`src/rtl/msrsg_pkg.sv`:
```
package msrsg_pkg;

    // Fixed field widths
    localparam int REQ_W     = 3;
    localparam int MODE_W    = 3;
    localparam int DIR_W     = 2;
    localparam int CNT_W     = 8;
    localparam int THR_W     = 12;
    localparam int CFG_W     = 16;
    localparam int CFG_IDX_W = 3;

    // Shift-add multiply and restoring divide run one bit per cycle over CFG_W bits
    localparam int STEP_W = $clog2(CFG_W);

    typedef logic [REQ_W-1:0]     req_t;
    typedef logic [MODE_W-1:0]    mode_t;
    typedef logic [DIR_W-1:0]     dir_t;
    typedef logic [CFG_IDX_W-1:0] cfg_idx_t;
    typedef logic [CFG_W-1:0]     cfg_data_t;

    // Request codes
    localparam req_t REQ_TICK = 3'd0;
    localparam req_t REQ_UP   = 3'd1;
    localparam req_t REQ_DN   = 3'd2;
    localparam req_t REQ_SOFT = 3'd3;
    localparam req_t REQ_HARD = 3'd4;

    // Motor modes
    localparam mode_t M_STOPPED = 3'd0;
    localparam mode_t M_RAMP_UP = 3'd1;
    localparam mode_t M_RUN_UP  = 3'd2;
    localparam mode_t M_RAMP_DN = 3'd3;
    localparam mode_t M_RUN_DN  = 3'd4;
    localparam mode_t M_STOP_UP = 3'd5;
    localparam mode_t M_STOP_DN = 3'd6;

    // Directions
    localparam dir_t DIR_NONE = 2'd0;
    localparam dir_t DIR_UP   = 2'd1;
    localparam dir_t DIR_DN   = 2'd2;

    // Configuration register indexes
    localparam cfg_idx_t REG_MAX_DUTY = 3'd0;
    localparam cfg_idx_t REG_RAMP_MS  = 3'd1;
    localparam cfg_idx_t REG_INRUSH   = 3'd2;
    localparam cfg_idx_t REG_STALL_TH = 3'd3;
    localparam cfg_idx_t REG_CONFIRM  = 3'd4;

    // Configuration reset values
    localparam logic [CFG_W-1:0] RST_MAX_DUTY = 16'd8191;
    localparam logic [CFG_W-1:0] RST_RAMP_MS  = 16'd500;
    localparam logic [CFG_W-1:0] RST_INRUSH   = 16'd300;
    localparam logic [THR_W-1:0] RST_STALL_TH = 12'd2000;
    localparam logic [CNT_W-1:0] RST_CONFIRM  = 8'd3;

endpackage

```
`src/rtl/msrsg_if.sv`:
```
interface msrsg_in_if #(
    parameter int TIME_BITS   = 32,
    parameter int SAMPLE_BITS = 12
);
    import msrsg_pkg::*;

    logic                   valid;
    logic                   ready;
    req_t                   req_type;
    logic [TIME_BITS-1:0]   now_ms;
    logic [SAMPLE_BITS-1:0] current_sample;
    logic                   sample_valid;

    modport source (output valid, output req_type, output now_ms,
                    output current_sample, output sample_valid, input ready);
    modport sink   (input valid, input req_type, input now_ms,
                    input current_sample, input sample_valid, output ready);
endinterface

interface msrsg_out_if #(
    parameter int DUTY_BITS = 16
);
    import msrsg_pkg::*;

    logic                 valid;
    logic                 ready;
    logic [DUTY_BITS-1:0] duty_up;
    logic [DUTY_BITS-1:0] duty_down;
    logic                 enable_up;
    logic                 enable_down;
    mode_t                motor_mode;
    logic                 stall_event;
    logic                 stalled_flag;
    logic                 running;

    modport source (output valid, output duty_up, output duty_down, output enable_up,
                    output enable_down, output motor_mode, output stall_event,
                    output stalled_flag, output running, input ready);
    modport sink   (input valid, input duty_up, input duty_down, input enable_up,
                    input enable_down, input motor_mode, input stall_event,
                    input stalled_flag, input running, output ready);
endinterface

```
`src/rtl/motor_soft_ramp_stall_guard_core.sv`:
```
// Flow: an accepted input transaction is captured, then passes the CALC and FIN phases
//   for commands, idle ticks and ticks whose ramp is complete; a tick inside a ramp also
//   runs a bit-serial shift-add multiply and restoring divide (MUL, DIV) to form the duty.
// FIN holds while the output is stalled, and a new transaction is taken only when idle;
//   the single multiply/divide shift register serves one transaction at a time.
// Reset: rst_n clears the motor state to stopped and loads the register defaults.
module motor_soft_ramp_stall_guard_core #(
    parameter int DUTY_BITS   = 16,
    parameter int TIME_BITS   = 32,
    parameter int SAMPLE_BITS = 12
) (
    input  logic                 clk,
    input  logic                 rst_n,
    msrsg_in_if.sink             in_ch,
    msrsg_out_if.source          out_ch,
    input  logic                 cfg_we,
    input  msrsg_pkg::cfg_idx_t  cfg_idx,
    input  msrsg_pkg::cfg_data_t cfg_data
);
    import msrsg_pkg::*;

    localparam int CMP_W = (SAMPLE_BITS > THR_W) ? SAMPLE_BITS : THR_W;

    localparam logic [2:0] PH_IDLE = 3'd0;
    localparam logic [2:0] PH_CALC = 3'd1;
    localparam logic [2:0] PH_MUL  = 3'd2;
    localparam logic [2:0] PH_DIV  = 3'd3;
    localparam logic [2:0] PH_FIN  = 3'd4;

    // Configuration registers
    logic [CFG_W-1:0] max_duty_reg;
    logic [CFG_W-1:0] ramp_ms_reg;
    logic [CFG_W-1:0] inrush_reg;
    logic [THR_W-1:0] stall_th_reg;
    logic [CNT_W-1:0] confirm_reg;

    // Sequencer and captured transaction
    logic [2:0]             phase_reg, phase_next;
    logic [STEP_W-1:0]      step_reg;
    logic [2*CFG_W-1:0]     acc_reg, acc_next;
    req_t                   req_reg;
    logic [TIME_BITS-1:0]   now_reg;
    logic [SAMPLE_BITS-1:0] sample_reg;
    logic                   svalid_reg;

    // Motor state
    mode_t                mode_reg, mode_next;
    dir_t                 dir_reg, dir_next;
    logic [TIME_BITS-1:0] ramp_start_reg, ramp_start_next;
    logic [TIME_BITS-1:0] run_start_reg, run_start_next;
    logic [CNT_W-1:0]     cnt_reg, cnt_next;
    logic                 stalled_reg, stalled_next;
    logic [DUTY_BITS-1:0] up_duty_reg, up_duty_next;
    logic [DUTY_BITS-1:0] dn_duty_reg, dn_duty_next;
    logic [1:0]           en_reg, en_next;
    logic                 stall_ev_reg, stall_ev_next;
    logic                 out_valid_reg;

    logic                 in_fire;
    logic                 commit;
    logic [TIME_BITS-1:0] elapsed;
    logic [TIME_BITS-1:0] run_elapsed;
    logic                 ramp_done;
    logic                 in_ramp_mode;
    logic                 need_div;
    logic [CFG_W-1:0]     part;
    logic [CFG_W-1:0]     ramp_duty;
    logic [CFG_W-1:0]     stop_duty;
    logic [CFG_W:0]       mul_sum;
    logic [CFG_W:0]       div_trial;
    logic                 div_ge;
    logic [CFG_W:0]       div_diff;
    logic [CNT_W-1:0]     cnt_tmp;
    logic                 over_th;

    assign in_fire     = in_ch.valid && in_ch.ready;
    assign in_ch.ready = (phase_reg == PH_IDLE);
    assign commit      = (phase_reg == PH_FIN) && (!out_valid_reg || out_ch.ready);

    // Configuration writes
    always_ff @(posedge clk or negedge rst_n)
    begin
        if (!rst_n)
        begin
            max_duty_reg <= RST_MAX_DUTY;
            ramp_ms_reg  <= RST_RAMP_MS;
            inrush_reg   <= RST_INRUSH;
            stall_th_reg <= RST_STALL_TH;
            confirm_reg  <= RST_CONFIRM;
        end
        else if (cfg_we)
        begin
            case (cfg_idx)
                REG_MAX_DUTY: max_duty_reg <= cfg_data;
                REG_RAMP_MS:  ramp_ms_reg  <= cfg_data;
                REG_INRUSH:   inrush_reg   <= cfg_data;
                REG_STALL_TH: stall_th_reg <= cfg_data[THR_W-1:0];
                REG_CONFIRM:  confirm_reg  <= cfg_data[CNT_W-1:0];
                default:      ;
            endcase
        end
    end

    // Capture the input transaction
    always_ff @(posedge clk)
    begin
        if (in_fire)
        begin
            req_reg    <= in_ch.req_type;
            now_reg    <= in_ch.now_ms;
            sample_reg <= in_ch.current_sample;
            svalid_reg <= in_ch.sample_valid;
        end
    end

    // Ramp timing
    assign elapsed      = now_reg - ramp_start_reg;
    assign run_elapsed  = now_reg - run_start_reg;
    assign ramp_done    = (elapsed >= TIME_BITS'(ramp_ms_reg));
    assign in_ramp_mode = (mode_reg == M_RAMP_UP) || (mode_reg == M_RAMP_DN) ||
                          (mode_reg == M_STOP_UP) || (mode_reg == M_STOP_DN);
    assign need_div     = (req_reg == REQ_TICK) && in_ramp_mode && !ramp_done;

    // One multiply step: add max_duty on the low bit, shift right
    assign mul_sum = {1'b0, acc_reg[2*CFG_W-1:CFG_W]} +
                     (acc_reg[0] ? {1'b0, max_duty_reg} : {(CFG_W+1){1'b0}});

    // One divide step: shift in a dividend bit, subtract ramp_ms if it fits
    assign div_trial = {acc_reg[2*CFG_W-1:CFG_W], acc_reg[CFG_W-1]};
    assign div_ge    = (div_trial >= {1'b0, ramp_ms_reg});
    assign div_diff  = div_trial - {1'b0, ramp_ms_reg};

    // Sequencer
    always_comb
    begin
        phase_next = phase_reg;
        acc_next   = acc_reg;
        case (phase_reg)
            PH_IDLE:
            begin
                if (in_fire)
                    phase_next = PH_CALC;
            end
            PH_CALC:
            begin
                acc_next = {{CFG_W{1'b0}}, elapsed[CFG_W-1:0]};
                phase_next = need_div ? PH_MUL : PH_FIN;
            end
            PH_MUL:
            begin
                acc_next = {mul_sum, acc_reg[CFG_W-1:1]};
                if (step_reg == STEP_W'(CFG_W - 1))
                    phase_next = PH_DIV;
            end
            PH_DIV:
            begin
                acc_next = {(div_ge ? div_diff[CFG_W-1:0] : div_trial[CFG_W-1:0]),
                            acc_reg[CFG_W-2:0], div_ge};
                if (step_reg == STEP_W'(CFG_W - 1))
                    phase_next = PH_FIN;
            end
            PH_FIN:
            begin
                if (commit)
                    phase_next = PH_IDLE;
            end
            default:
                phase_next = PH_IDLE;
        endcase
    end

    always_ff @(posedge clk or negedge rst_n)
    begin
        if (!rst_n)
        begin
            phase_reg <= PH_IDLE;
            step_reg  <= '0;
        end
        else
        begin
            phase_reg <= phase_next;
            if ((phase_reg == PH_MUL) || (phase_reg == PH_DIV))
                step_reg <= step_reg + 1'b1;
            else
                step_reg <= '0;
        end
    end

    always_ff @(posedge clk)
    begin
        acc_reg <= acc_next;
    end

    // Duties from the quotient
    assign part      = acc_reg[CFG_W-1:0];
    assign ramp_duty = ramp_done ? max_duty_reg : part;
    assign stop_duty = ramp_done ? {CFG_W{1'b0}} : (max_duty_reg - part);
    assign over_th   = (CMP_W'(sample_reg) > CMP_W'(stall_th_reg));

    // Next motor state for the captured transaction
    always_comb
    begin
        mode_next       = mode_reg;
        dir_next        = dir_reg;
        ramp_start_next = ramp_start_reg;
        run_start_next  = run_start_reg;
        cnt_next        = cnt_reg;
        stalled_next    = stalled_reg;
        up_duty_next    = up_duty_reg;
        dn_duty_next    = dn_duty_reg;
        en_next         = en_reg;
        stall_ev_next   = 1'b0;
        cnt_tmp         = '0;
        case (req_reg)
            REQ_TICK:
            begin
                case (mode_reg)
                    M_RAMP_UP, M_RAMP_DN:
                    begin
                        if (dir_reg == DIR_UP)
                            up_duty_next = DUTY_BITS'(ramp_duty);
                        else
                            dn_duty_next = DUTY_BITS'(ramp_duty);
                        if (ramp_duty >= max_duty_reg)
                        begin
                            mode_next      = (dir_reg == DIR_UP) ? M_RUN_UP : M_RUN_DN;
                            run_start_next = now_reg;
                            cnt_next       = '0;
                        end
                    end
                    M_RUN_UP, M_RUN_DN:
                    begin
                        if ((run_elapsed > TIME_BITS'(inrush_reg)) && svalid_reg)
                        begin
                            if (over_th)
                                cnt_tmp = (cnt_reg == {CNT_W{1'b1}}) ? cnt_reg
                                                                    : cnt_reg + 1'b1;
                            else
                                cnt_tmp = '0;
                            cnt_next = cnt_tmp;
                            if (cnt_tmp >= confirm_reg)
                            begin
                                up_duty_next  = '0;
                                dn_duty_next  = '0;
                                en_next       = 2'b00;
                                dir_next      = DIR_NONE;
                                mode_next     = M_STOPPED;
                                stalled_next  = 1'b1;
                                stall_ev_next = 1'b1;
                                cnt_next      = '0;
                            end
                        end
                    end
                    M_STOP_UP, M_STOP_DN:
                    begin
                        if (dir_reg == DIR_UP)
                            up_duty_next = DUTY_BITS'(stop_duty);
                        else
                            dn_duty_next = DUTY_BITS'(stop_duty);
                        if (stop_duty == {CFG_W{1'b0}})
                        begin
                            en_next   = 2'b00;
                            mode_next = M_STOPPED;
                            dir_next  = DIR_NONE;
                            cnt_next  = '0;
                        end
                    end
                    default:
                        cnt_next = '0;
                endcase
            end
            REQ_UP:
            begin
                stalled_next = 1'b0;
                if ((mode_reg != M_RAMP_UP) && (mode_reg != M_RUN_UP))
                begin
                    en_next         = 2'b01;
                    up_duty_next    = '0;
                    dn_duty_next    = '0;
                    dir_next        = DIR_UP;
                    ramp_start_next = now_reg;
                    mode_next       = M_RAMP_UP;
                end
            end
            REQ_DN:
            begin
                stalled_next = 1'b0;
                if ((mode_reg != M_RAMP_DN) && (mode_reg != M_RUN_DN))
                begin
                    en_next         = 2'b10;
                    up_duty_next    = '0;
                    dn_duty_next    = '0;
                    dir_next        = DIR_DN;
                    ramp_start_next = now_reg;
                    mode_next       = M_RAMP_DN;
                end
            end
            REQ_SOFT:
            begin
                if ((mode_reg == M_RAMP_UP) || (mode_reg == M_RUN_UP))
                begin
                    mode_next       = M_STOP_UP;
                    ramp_start_next = now_reg;
                end
                else if ((mode_reg == M_RAMP_DN) || (mode_reg == M_RUN_DN))
                begin
                    mode_next       = M_STOP_DN;
                    ramp_start_next = now_reg;
                end
            end
            REQ_HARD:
            begin
                up_duty_next = '0;
                dn_duty_next = '0;
                en_next      = 2'b00;
                dir_next     = DIR_NONE;
                mode_next    = M_STOPPED;
                stalled_next = 1'b1;
            end
            default: ;
        endcase
    end

    // Commit the state; it doubles as the result payload
    always_ff @(posedge clk or negedge rst_n)
    begin
        if (!rst_n)
        begin
            mode_reg       <= M_STOPPED;
            dir_reg        <= DIR_NONE;
            ramp_start_reg <= '0;
            run_start_reg  <= '0;
            cnt_reg        <= '0;
            stalled_reg    <= 1'b0;
            up_duty_reg    <= '0;
            dn_duty_reg    <= '0;
            en_reg         <= 2'b00;
            stall_ev_reg   <= 1'b0;
            out_valid_reg  <= 1'b0;
        end
        else
        begin
            if (commit)
            begin
                mode_reg       <= mode_next;
                dir_reg        <= dir_next;
                ramp_start_reg <= ramp_start_next;
                run_start_reg  <= run_start_next;
                cnt_reg        <= cnt_next;
                stalled_reg    <= stalled_next;
                up_duty_reg    <= up_duty_next;
                dn_duty_reg    <= dn_duty_next;
                en_reg         <= en_next;
                stall_ev_reg   <= stall_ev_next;
                out_valid_reg  <= 1'b1;
            end
            else if (out_ch.ready)
            begin
                out_valid_reg <= 1'b0;
            end
        end
    end

    // Drive the result transaction
    assign out_ch.valid        = out_valid_reg;
    assign out_ch.duty_up      = up_duty_reg;
    assign out_ch.duty_down    = dn_duty_reg;
    assign out_ch.enable_up    = en_reg[0];
    assign out_ch.enable_down  = en_reg[1];
    assign out_ch.motor_mode   = mode_reg;
    assign out_ch.stall_event  = stall_ev_reg;
    assign out_ch.stalled_flag = stalled_reg;
    assign out_ch.running      = (mode_reg == M_RUN_UP) || (mode_reg == M_RUN_DN);

    // Checks
    a_bridge_onehot: assert property (@(posedge clk) disable iff (!rst_n)
        $onehot0(en_reg))
        else $error("both half-bridges enabled");

    a_stopped_disabled: assert property (@(posedge clk) disable iff (!rst_n)
        (mode_reg == M_STOPPED) |-> (en_reg == 2'b00))
        else $error("bridge enabled while stopped");

    a_stall_stops: assert property (@(posedge clk) disable iff (!rst_n)
        stall_ev_reg |-> ((mode_reg == M_STOPPED) && stalled_reg))
        else $error("stall event without stop");

    a_state_holds: assert property (@(posedge clk) disable iff (!rst_n)
        !commit |=> ($stable(mode_reg) && $stable(en_reg) && $stable(up_duty_reg)))
        else $error("motor state changed outside commit");

endmodule

```
`src/flat_wrapper.sv`:
```
// flat-port wrapper written by rule: the top's interface ports become plain ports
module motor_soft_ramp_stall_guard_core_flat import msrsg_pkg::*;
#(
    parameter int DUTY_BITS   = 16,
    parameter int TIME_BITS   = 32,
    parameter int SAMPLE_BITS = 12
)
  (clk, rst_n, cfg_we, cfg_idx, cfg_data, in_ch_valid, in_ch_req_type, in_ch_now_ms, in_ch_current_sample, in_ch_sample_valid, in_ch_ready, out_ch_valid, out_ch_duty_up, out_ch_duty_down, out_ch_enable_up, out_ch_enable_down, out_ch_motor_mode, out_ch_stall_event, out_ch_stalled_flag, out_ch_running, out_ch_ready);
  msrsg_in_if #(.TIME_BITS(TIME_BITS), .SAMPLE_BITS(SAMPLE_BITS)) in_ch_i ();
  msrsg_out_if #(.DUTY_BITS(DUTY_BITS)) out_ch_i ();
  input  logic clk;
  input  logic rst_n;
  input  logic cfg_we;
  input  msrsg_pkg::cfg_idx_t cfg_idx;
  input  msrsg_pkg::cfg_data_t cfg_data;
  input wire logic [$bits(in_ch_i.valid)-1:0] in_ch_valid;
  input wire logic [$bits(in_ch_i.req_type)-1:0] in_ch_req_type;
  input wire logic [$bits(in_ch_i.now_ms)-1:0] in_ch_now_ms;
  input wire logic [$bits(in_ch_i.current_sample)-1:0] in_ch_current_sample;
  input wire logic [$bits(in_ch_i.sample_valid)-1:0] in_ch_sample_valid;
  output wire logic [$bits(in_ch_i.ready)-1:0] in_ch_ready;
  output wire logic [$bits(out_ch_i.valid)-1:0] out_ch_valid;
  output wire logic [$bits(out_ch_i.duty_up)-1:0] out_ch_duty_up;
  output wire logic [$bits(out_ch_i.duty_down)-1:0] out_ch_duty_down;
  output wire logic [$bits(out_ch_i.enable_up)-1:0] out_ch_enable_up;
  output wire logic [$bits(out_ch_i.enable_down)-1:0] out_ch_enable_down;
  output wire logic [$bits(out_ch_i.motor_mode)-1:0] out_ch_motor_mode;
  output wire logic [$bits(out_ch_i.stall_event)-1:0] out_ch_stall_event;
  output wire logic [$bits(out_ch_i.stalled_flag)-1:0] out_ch_stalled_flag;
  output wire logic [$bits(out_ch_i.running)-1:0] out_ch_running;
  input wire logic [$bits(out_ch_i.ready)-1:0] out_ch_ready;
  assign in_ch_i.valid = in_ch_valid;
  assign in_ch_i.req_type = in_ch_req_type;
  assign in_ch_i.now_ms = in_ch_now_ms;
  assign in_ch_i.current_sample = in_ch_current_sample;
  assign in_ch_i.sample_valid = in_ch_sample_valid;
  assign in_ch_ready = in_ch_i.ready;
  assign out_ch_valid = out_ch_i.valid;
  assign out_ch_duty_up = out_ch_i.duty_up;
  assign out_ch_duty_down = out_ch_i.duty_down;
  assign out_ch_enable_up = out_ch_i.enable_up;
  assign out_ch_enable_down = out_ch_i.enable_down;
  assign out_ch_motor_mode = out_ch_i.motor_mode;
  assign out_ch_stall_event = out_ch_i.stall_event;
  assign out_ch_stalled_flag = out_ch_i.stalled_flag;
  assign out_ch_running = out_ch_i.running;
  assign out_ch_i.ready = out_ch_ready;
  motor_soft_ramp_stall_guard_core #(.DUTY_BITS(DUTY_BITS), .TIME_BITS(TIME_BITS), .SAMPLE_BITS(SAMPLE_BITS)) u_core (.clk(clk), .rst_n(rst_n), .in_ch(in_ch_i), .out_ch(out_ch_i), .cfg_we(cfg_we), .cfg_idx(cfg_idx), .cfg_data(cfg_data));
endmodule
```
`config.mk`:
```
export PLATFORM = sky130hd
export DESIGN_NAME = motor_soft_ramp_stall_guard_core_flat
export DESIGN_NICKNAME = d
export VERILOG_FILES = /design/src/rtl/msrsg_pkg.sv /design/src/rtl/msrsg_if.sv /design/src/rtl/motor_soft_ramp_stall_guard_core.sv /design/src/flat_wrapper.sv
export SDC_FILE = /design/constraint.sdc
export NUM_CORES = 1
export LEC_CHECK = 0
export BUFFER_PORTS_ARGS = -buffer_cell sky130_fd_sc_hd__buf_2
export CAP_MARGIN = 20
export CORE_MARGIN = 2
export CORE_UTILIZATION = 38
export DETAILED_ROUTE_END_ITERATION = 12
export PLACE_DENSITY = 0.6
export SETUP_SLACK_MARGIN = 0.02
export SYNTH_ARGS = -nofsm -noshare
export SYNTH_HDL_FRONTEND = slang
export SYNTH_SLANG_ARGS = --single-unit
```
`constraint.sdc`:
```
create_clock -name clk -period 9.7 [get_ports clk]
set_input_delay 0 -clock clk [delete_from_list [all_inputs] [get_ports clk]]
set_output_delay 0 -clock clk [all_outputs]
set_load 0.02 [all_outputs]
```
==> run_results.csv, run 1 <==
group,metric,value,unit
logic_synthesis,synth_area_leaders,"sky130_fd_sc_hd__dfrtp_1 (20%), sky130_fd_sc_hd__edfxtp_1 (13%), sky130_fd_sc_hd__ha_1 (12%)",
place,place_hpwl,40.1,mm
sta,finClkSkew,0.0171,ns
place,place_area,0.0203,mm2
grt,grt_pass1_vias,15700,
logic_synthesis,seq_area_frac_synth,37.4,%
worst_setup_path,crit_arrival,8.00,ns
pwr,p_per_area,303,mW/mm2
sta,finalMaxSlewViolations,0,
clock_tree,clock-sinks,267,
worst_setup_path,rr_startpoint,"u_core.now_reg[0]",
worst_setup_path,cp_max_fo,33,
place,dp_slack,1.63,ns
sta,rsz0062_at_grt,"false",
worst_setup_path,rrSetupSlack,2.12,ns
clock_tree,h_tree_levels,2,
logic_synthesis,netlist.top_cell.by_area,"sky130_fd_sc_hd__dfrtp_1",
sta,tightestPinTransition,1.00,ns
route,number_of_vias_in_the_routed_layout,15900,
layout,layout-drive-gt1-share,14.8,%
floorplan,chipWidth,228,um
route,avgRoutedWirePerCell,18.5,um
route,drt_pass1_iterations,8,
sta,whs,0.163,ns
route,ant_nets,0,
worst_setup_path,cp_data_required_time,10.12,ns
status,result_of_the_run,"complete, no violations",
sta,final.setup.worst_slack,2.12,ns
layout,area_growth,17.2,%
route,drt-vias-per-instance,5.49,
worst_setup_path,crit_type,"flip-flop to flip-flop",
grt,global_route.usage.total,20.4,%
clock_tree,clkLatencyLatePin,0.55,ns
logic_synthesis,synthDominantCellAreaShare,20.5,%
worst_setup_path,critPathCaptureType,"flip-flop",
logic_synthesis,yosys_warning_total,0,
hold_path,timing.hold.worst.class,"input pin to flip-flop",
worst_setup_path,worst_setup_path_startpoint,"u_core.now_reg[0]",
sta,period_minus_slack,7.58,ns
clock_tree,post_cts.resized_instances,0,
grt,grt_pass1_wl,85.5,mm
grt,grt_start_max_net_pins,118,
clock_tree,cts_root_buf,"sky130_fd_sc_hd__clkbuf_16",
clock_tree,cts-buffers-inserted,35,
grt,initial_antenna_violation_count,0,
layout,layout.cell_area.non_filler,0.0223,mm2
logic_synthesis,synthArstFlopShare,70.0,%
logic_synthesis,synth_seq_cells,267,
clock_tree,cts.clk_slew.worst_paths,0.06,ns
floorplan,boundaryPins,114,
logic_synthesis,yosys.cell_types.count,89,
route,drc_errors,0,
logic_synthesis,syn_area,0.0191,mm2
route,dr.first_iter.drc_count,1027,
clock_tree,tritoncts,"done",
worst_setup_path,worstRegToRegCells,32,
sta,number_of_hold_violations_in_the_final_report,0,
worst_setup_path,timing.critical_path.slowest_stage_cell,"sky130_fd_sc_hd__or4_4",
floorplan,core_region_area,0.0499,mm2
sta,maxSlewHeadroom,32.9,%
logic_synthesis,synth_top_cells_by_count,"sky130_fd_sc_hd__nand2_1 (191), sky130_fd_sc_hd__ha_1 (180), sky130_fd_sc_hd__inv_1 (176), sky130_fd_sc_hd__dfrtp_1 (156), sky130_fd_sc_hd__o21ai_0 (156)",
place,numPortBuffers,113,
floorplan,die_height,228,um
worst_setup_path,timing.critical_path.to,"u_core.run_start_reg[14]",
sta,fin_crit_sh,78.2,%
worst_setup_path,worstReg2RegEnd,"u_core.run_start_reg[14]",
worst_setup_path,cp_slowest_stage_delay,0.45,ns
logic_synthesis,synth.most_common_cell,"sky130_fd_sc_hd__nand2_1",
layout,num-nets-final,2447,
route,wirelength,53.3,mm
logic_synthesis,synthesis.instances,2028,
run,max_cap_violations,0,
floorplan,std_cell_rows,82,
hold_path,worstHoldPathCells,2,
floorplan,initial_utilization,38.2,%
clock_tree,cts.path.max_buffers,3,
sta,setup_viol,0,
floorplan,fp.dieArea,0.0520,mm2
place,finalWeightedCongestion,0.940,
logic_synthesis,mappedNetlistNets,2285,
layout,insertedDiodeCount,0,
sta,max_clock_freq,0.132,GHz
pwr,vdd.ir_drop.worst,0.000159,V
sta,finalSetupTns,0,ns
logic_synthesis,ys_dominant_reg_cell,"sky130_fd_sc_hd__dfrtp_1",
grt,grt-ovfl-total,0,
worst_setup_path,cp-start-kind,"flip-flop",
pwr,power.static_leakage,9.85,nW
logic_synthesis,synth-edff-count,80,
logic_synthesis,synth_area_per_cell,9.40,um2
[cells in the final DEF (no fill, tap or decap), types with 11 or more instances in the layout]
cell / count
sky130_fd_sc_hd__a22oi_1: 11
sky130_fd_sc_hd__nor4_1: 14
sky130_fd_sc_hd__o22ai_1: 28
sky130_fd_sc_hd__and3_1: 16
sky130_fd_sc_hd__o2bb2ai_1: 19
sky130_fd_sc_hd__dfrtp_1: 156
sky130_fd_sc_hd__dlygate4sd3_1: 76
sky130_fd_sc_hd__nand2_1: 191
sky130_fd_sc_hd__or3_1: 11
sky130_fd_sc_hd__dfstp_2: 31
sky130_fd_sc_hd__a31oi_1: 14
sky130_fd_sc_hd__nand3_1: 34
sky130_fd_sc_hd__nand4_1: 29
sky130_fd_sc_hd__mux2i_1: 38
sky130_fd_sc_hd__xor2_1: 47
sky130_fd_sc_hd__a22o_1: 18
sky130_fd_sc_hd__xnor2_1: 42
sky130_fd_sc_hd__a21o_1: 45
sky130_fd_sc_hd__o21a_1: 18
sky130_fd_sc_hd__and2_1: 35
sky130_fd_sc_hd__o21bai_1: 11
sky130_fd_sc_hd__mux2_2: 84
sky130_fd_sc_hd__clkbuf_16: 43
sky130_fd_sc_hd__edfxtp_1: 80
sky130_fd_sc_hd__o21ai_0: 156
sky130_fd_sc_hd__nor2b_1: 19
sky130_fd_sc_hd__a211oi_1: 13
sky130_fd_sc_hd__nor2_1: 86
sky130_fd_sc_hd__ha_1: 180
sky130_fd_sc_hd__a21oi_1: 115
sky130_fd_sc_hd__inv_1: 176
sky130_fd_sc_hd__o211ai_1: 15
sky130_fd_sc_hd__buf_2: 112
sky130_fd_sc_hd__nand2b_1: 23
sky130_fd_sc_hd__nor3_1: 36
[where the power goes]
part | switching, mW | internal [mW] | leakage, nW
Sequential | 0.258 | 1.53 | 3.10
Combinational | 2.12 | 1.44 | 6.13
Clock | 0.526 | 0.885 | 0.627
Total | 2.91 | 3.86 | 9.85
[kinds of logic (layout without fill, tap and decap cells)]
logic type	count (synthesis)	in the layout	share of synthesized area [%]
adders and majority gates	185	185	12.3
and+or+nand+nor	542	542	14.3
buffers and inverters	251	439	5.02
AOI/OAI and AO/OA	564	564	19.4
muxes	130	130	7.43
xor gates and xnor gates	89	89	4.09
DFF	267	267	37.4
[per-stage QoR]
stage               util, %  cells  total power, mW
finish                 44.8   2888             6.76
global route           44.8   2888             7.30
CTS                    44.7   2887             6.79
detailed placement     40.7   2748             5.31
global placement       40.7   2748             5.24
floorplan                 -   2028             4.34
[final cells by class]
type / instances / area (um2)
fill: 4827 / 27500
multi-input combinational: 1510 / 11000
sequential: 267 / 7120
timing repair buffer: 200 / 1440
clock buffer: 54 / 1170
tap: 672 / 841
inverter: 176 / 661
clock inverter: 9 / 108
[how the worst min path moves through the flow]
stage,startpoint,endpoint
after floorplan,rst_n,u_core.cnt_reg[0]
after global placement,in_ch_current_sample[11],u_core.sample_reg[11]
after detailed placement,in_ch_req_type[2],u_core.req_reg[2]
after CTS,in_ch_now_ms[7],u_core.now_reg[7]
after global routing,in_ch_req_type[0],u_core.req_reg[0]
final,in_ch_now_ms[7],u_core.now_reg[7]
[metal layers]
| layer | part of all wire, % | vias to the layer above | GRT usage (%) | wire length (um) |
|---|---|---|---|---|
| li1 | - | 7728 | - | - |
| met5 | 0 | - | 0 | 0 |
| met3 | 5.0 | 90 | 3.36 | 2670 |
| met2 | 46 | 364 | 33.9 | 24800 |
| met1 | 46 | 7679 | 27.5 | 24400 |
| met4 | 2.7 | 0 | 5.96 | 1440 |
[worst max-delay path, delay by kind of cell, from the launching register on]
kind,cells,cell delay (ns)
XOR/XNOR,1,0.19
flip-flops,1,0.35
buffers and inverters,4,0.82
AO/OA/AOI/OAI,14,2.58
multiplexers,2,0.59
adder cells (fa/ha/maj),4,1.17
AND/OR/NAND/NOR,7,1.72
[what timing repair did]
| action | CTS | global route |
|---|---|---|
| endpoints found under the hold margin | 210 | 0 |
| setup endpoints to repair | 0 | 0 |
| hold buffers | 76 | 0 |
| buffers inserted | 0 | 0 |
Note: power is estimated with default switching activity, not from simulation.
==> run 2: changes to the inputs <==
==> constraint.sdc (replaced) <==
create_clock -name clk -period 7.2 [get_ports clk]
set_input_delay 0 -clock clk [delete_from_list [all_inputs] [get_ports clk]]
set_output_delay 0 -clock clk [all_outputs]
set_load 0.02 [all_outputs]
==> run 2 against run 1 <==
Hold slack worse by 0.12 ns. First-iteration DRC count is 3.1% lower. Setup slack worse by 1.8 ns. Core utilization is 0.38 points higher. Clock-buffer cell count is 9 lower. Global-route usage is 0.070 points higher. Non-clock buffer count is 17 higher. Largest power group unchanged. Highest routed layer unchanged.
==> run_results.csv, run 2 (synthesis gave the netlist of run 1 again) <==
group,metric,value,unit
clock_tree,h_tree_levels,2,
layout,finish.utilization,45.2,%
place,finalWeightedCongestion,0.926,
layout,layout.cells.most_common,"sky130_fd_sc_hd__nand2_1",
pwr,vdd.ir_drop.worst,0.000230,V
worst_setup_path,crit_arrival,7.29,ns
grt,grt_pass1_vias,15700,
sta,number_of_hold_violations_in_the_final_report,0,
place,place_area,0.0204,mm2
worst_setup_path,crit_type,"flip-flop to flip-flop",
sta,finalSetupTns,0,ns
clock_tree,clkLatencyLatePin,0.56,ns
sta,fin_crit_sh,95.4,%
sta,period_minus_slack,6.87,ns
layout,insertedDiodeCount,0,
grt,grt-ovfl-total,0,
clock_tree,cts.clk_slew.worst_paths,0.06,ns
layout,instances_no_fill,2906,
pwr,p_per_area,407,mW/mm2
layout,layout.cell_area.non_filler,0.0225,mm2
route,ant_nets,0,
floorplan,initial_utilization,38.2,%
route,drt-vias-per-instance,5.48,
worst_setup_path,critPathBufInv,0,
place,numPortBuffers,113,
pwr,power,9.18,mW
grt,grt_pass1_wl,85.9,mm
layout,num-nets-final,2464,
sta,maxSlewHeadroom,37.5,%
route,wirelength,53.7,mm
floorplan,std_cell_rows,82,
sta,finalMaxSlewViolations,0,
layout,fillCellCount,4787,
sta,finClkSkew,0.0293,ns
sta,setup_viol,0,
layout,area_growth,18.2,%
run,max_cap_violations,0,
hold_path,timing.hold.worst.class,"input pin to flip-flop",
worst_setup_path,timing.critical_path.slowest_stage_cell,"sky130_fd_sc_hd__a2111oi_2",
worst_setup_path,crit_family,"compound AO/OA/AOI/OAI gates",
layout,multiInputGateArea,0.0111,mm2
floorplan,core_region_area,0.0499,mm2
worst_setup_path,worst_setup_path_startpoint,"u_core.now_reg[7]",
place,place_hpwl,40.6,mm
route,drt_pass1_iterations,5,
clock_tree,cts.path.max_buffers,3,
layout,seq_area,0.00712,mm2
sta,whs,0.0432,ns
route,number_of_vias_in_the_routed_layout,15900,
sta,final.setup.worst_slack,0.332,ns
pwr,power.static_leakage,9.93,nW
hold_path,worst_hold_startpoint,"cfg_we",
worst_setup_path,cp_slowest_stage_delay,0.48,ns
floorplan,fp.dieArea,0.0520,mm2
worst_setup_path,critPathCaptureType,"flip-flop",
grt,grt_start_max_net_pins,74,
status,result_of_the_run,"complete, no violations",
grt,initial_antenna_violation_count,0,
worst_setup_path,rrSetupSlack,0.33,ns
route,dr.first_iter.drc_count,995,
floorplan,die_height,228,um
clock_tree,cts_root_buf,"sky130_fd_sc_hd__clkbuf_16",
route,avgRoutedWirePerCell,18.5,um
worst_setup_path,rr_startpoint,"u_core.now_reg[7]",
place,dp_slack,-0.00692,ns
floorplan,boundaryPins,114,
clock_tree,clock-sinks,267,
sta,tightestPinTransition,0.937,ns
clock_tree,tritoncts,"done",
worst_setup_path,cp_max_fo,4,
worst_setup_path,cp-start-kind,"flip-flop",
route,drc_errors,0,
sta,max_clock_freq,0.146,GHz
grt,global_route.usage.total,20.5,%
place,dpl.cell_count,2760,
worst_setup_path,cp_data_required_time,7.62,ns
floorplan,chipWidth,228,um
layout,layout_common_cells,"sky130_fd_sc_hd__nand2_1 (191), sky130_fd_sc_hd__ha_1 (177), sky130_fd_sc_hd__inv_1 (174)",
layout,layout-drive-gt1-share,16.6,%
clock_tree,cts-buffers-inserted,35,
## run 2: cell types whose count changed in the layout (fill, tap and decap cells not counted), sizes merged
| cell | previous run | this run |
|---|---|---|
| buf | 122 | 142 |
| clkbuf | 56 | 46 |
| clkinv | 4 | 11 |
| dlygate4sd3 | 76 | 74 |
| bufinv | 2 | 3 |
| clkinvlp | 1 | 2 |
| inv | 178 | 179 |
## run 2: worst min-delay path, stage by stage
cell and delay (ns):
sky130_fd_sc_hd__buf_2 0.10, sky130_fd_sc_hd__nor2b_1 0.15, sky130_fd_sc_hd__nand2_1 0.08, sky130_fd_sc_hd__nor2_2 0.08
sky130_fd_sc_hd__nand2_1 0.07, sky130_fd_sc_hd__o21ai_0 0.07
## run 2: what timing repair did
| item | in CTS | in global routing |
|---|---|---|
| setup buffers | 0 | 6 |
| endpoints found under the setup margin | 22 | 43 |
| pin swaps | 1 | 20 |
| hold buffers | 73 | 1 |
| endpoints found under the hold margin | 190 | 2 |
| gates resized for setup | 1 | 28 |
## run 2: final timing paths
check                                         endpoint  cells after the start
setup / recovery           u_core.out_ch.motor_mode[1]                     28
hold / removal                    u_core.inrush_reg[2]                      6
setup reg to reg           u_core.out_ch.motor_mode[1]                     28
hold reg to reg                     u_core.step_reg[0]                      1
max in group asynchronous     u_core.run_start_reg[22]                      3
min in group asynchronous      u_core.max_duty_reg[14]                      2
## run 2: cell type report
class                           count  area share, %
Multi-Input combinational cell   1510           49.4
Sequential cell                   267           31.6
Timing Repair Buffer              217           7.00
Clock buffer                       45           4.43
Tap cell                          672           3.73
Inverter                          176           2.93
Clock inverter                     19          0.894
## run 2: where the power goes
group          total [mW]  switching (mW)  internal, mW  leakage [nW]
sequential           2.41           0.349          2.07          3.10
combinational        4.95            2.90          2.05          6.24
clock                1.81           0.715          1.10         0.591
## run 2: routing by layer
| metal | global-route usage, % | share of wire (%) | wire, um |
|---|---|---|---|
| met5 | 0 | 0 | 0 |
| met4 | 5.58 | 2.2 | 1190 |
| met3 | 2.90 | 4.9 | 2640 |
| met2 | 34.5 | 47 | 25400 |
| met1 | 27.6 | 46 | 24600 |
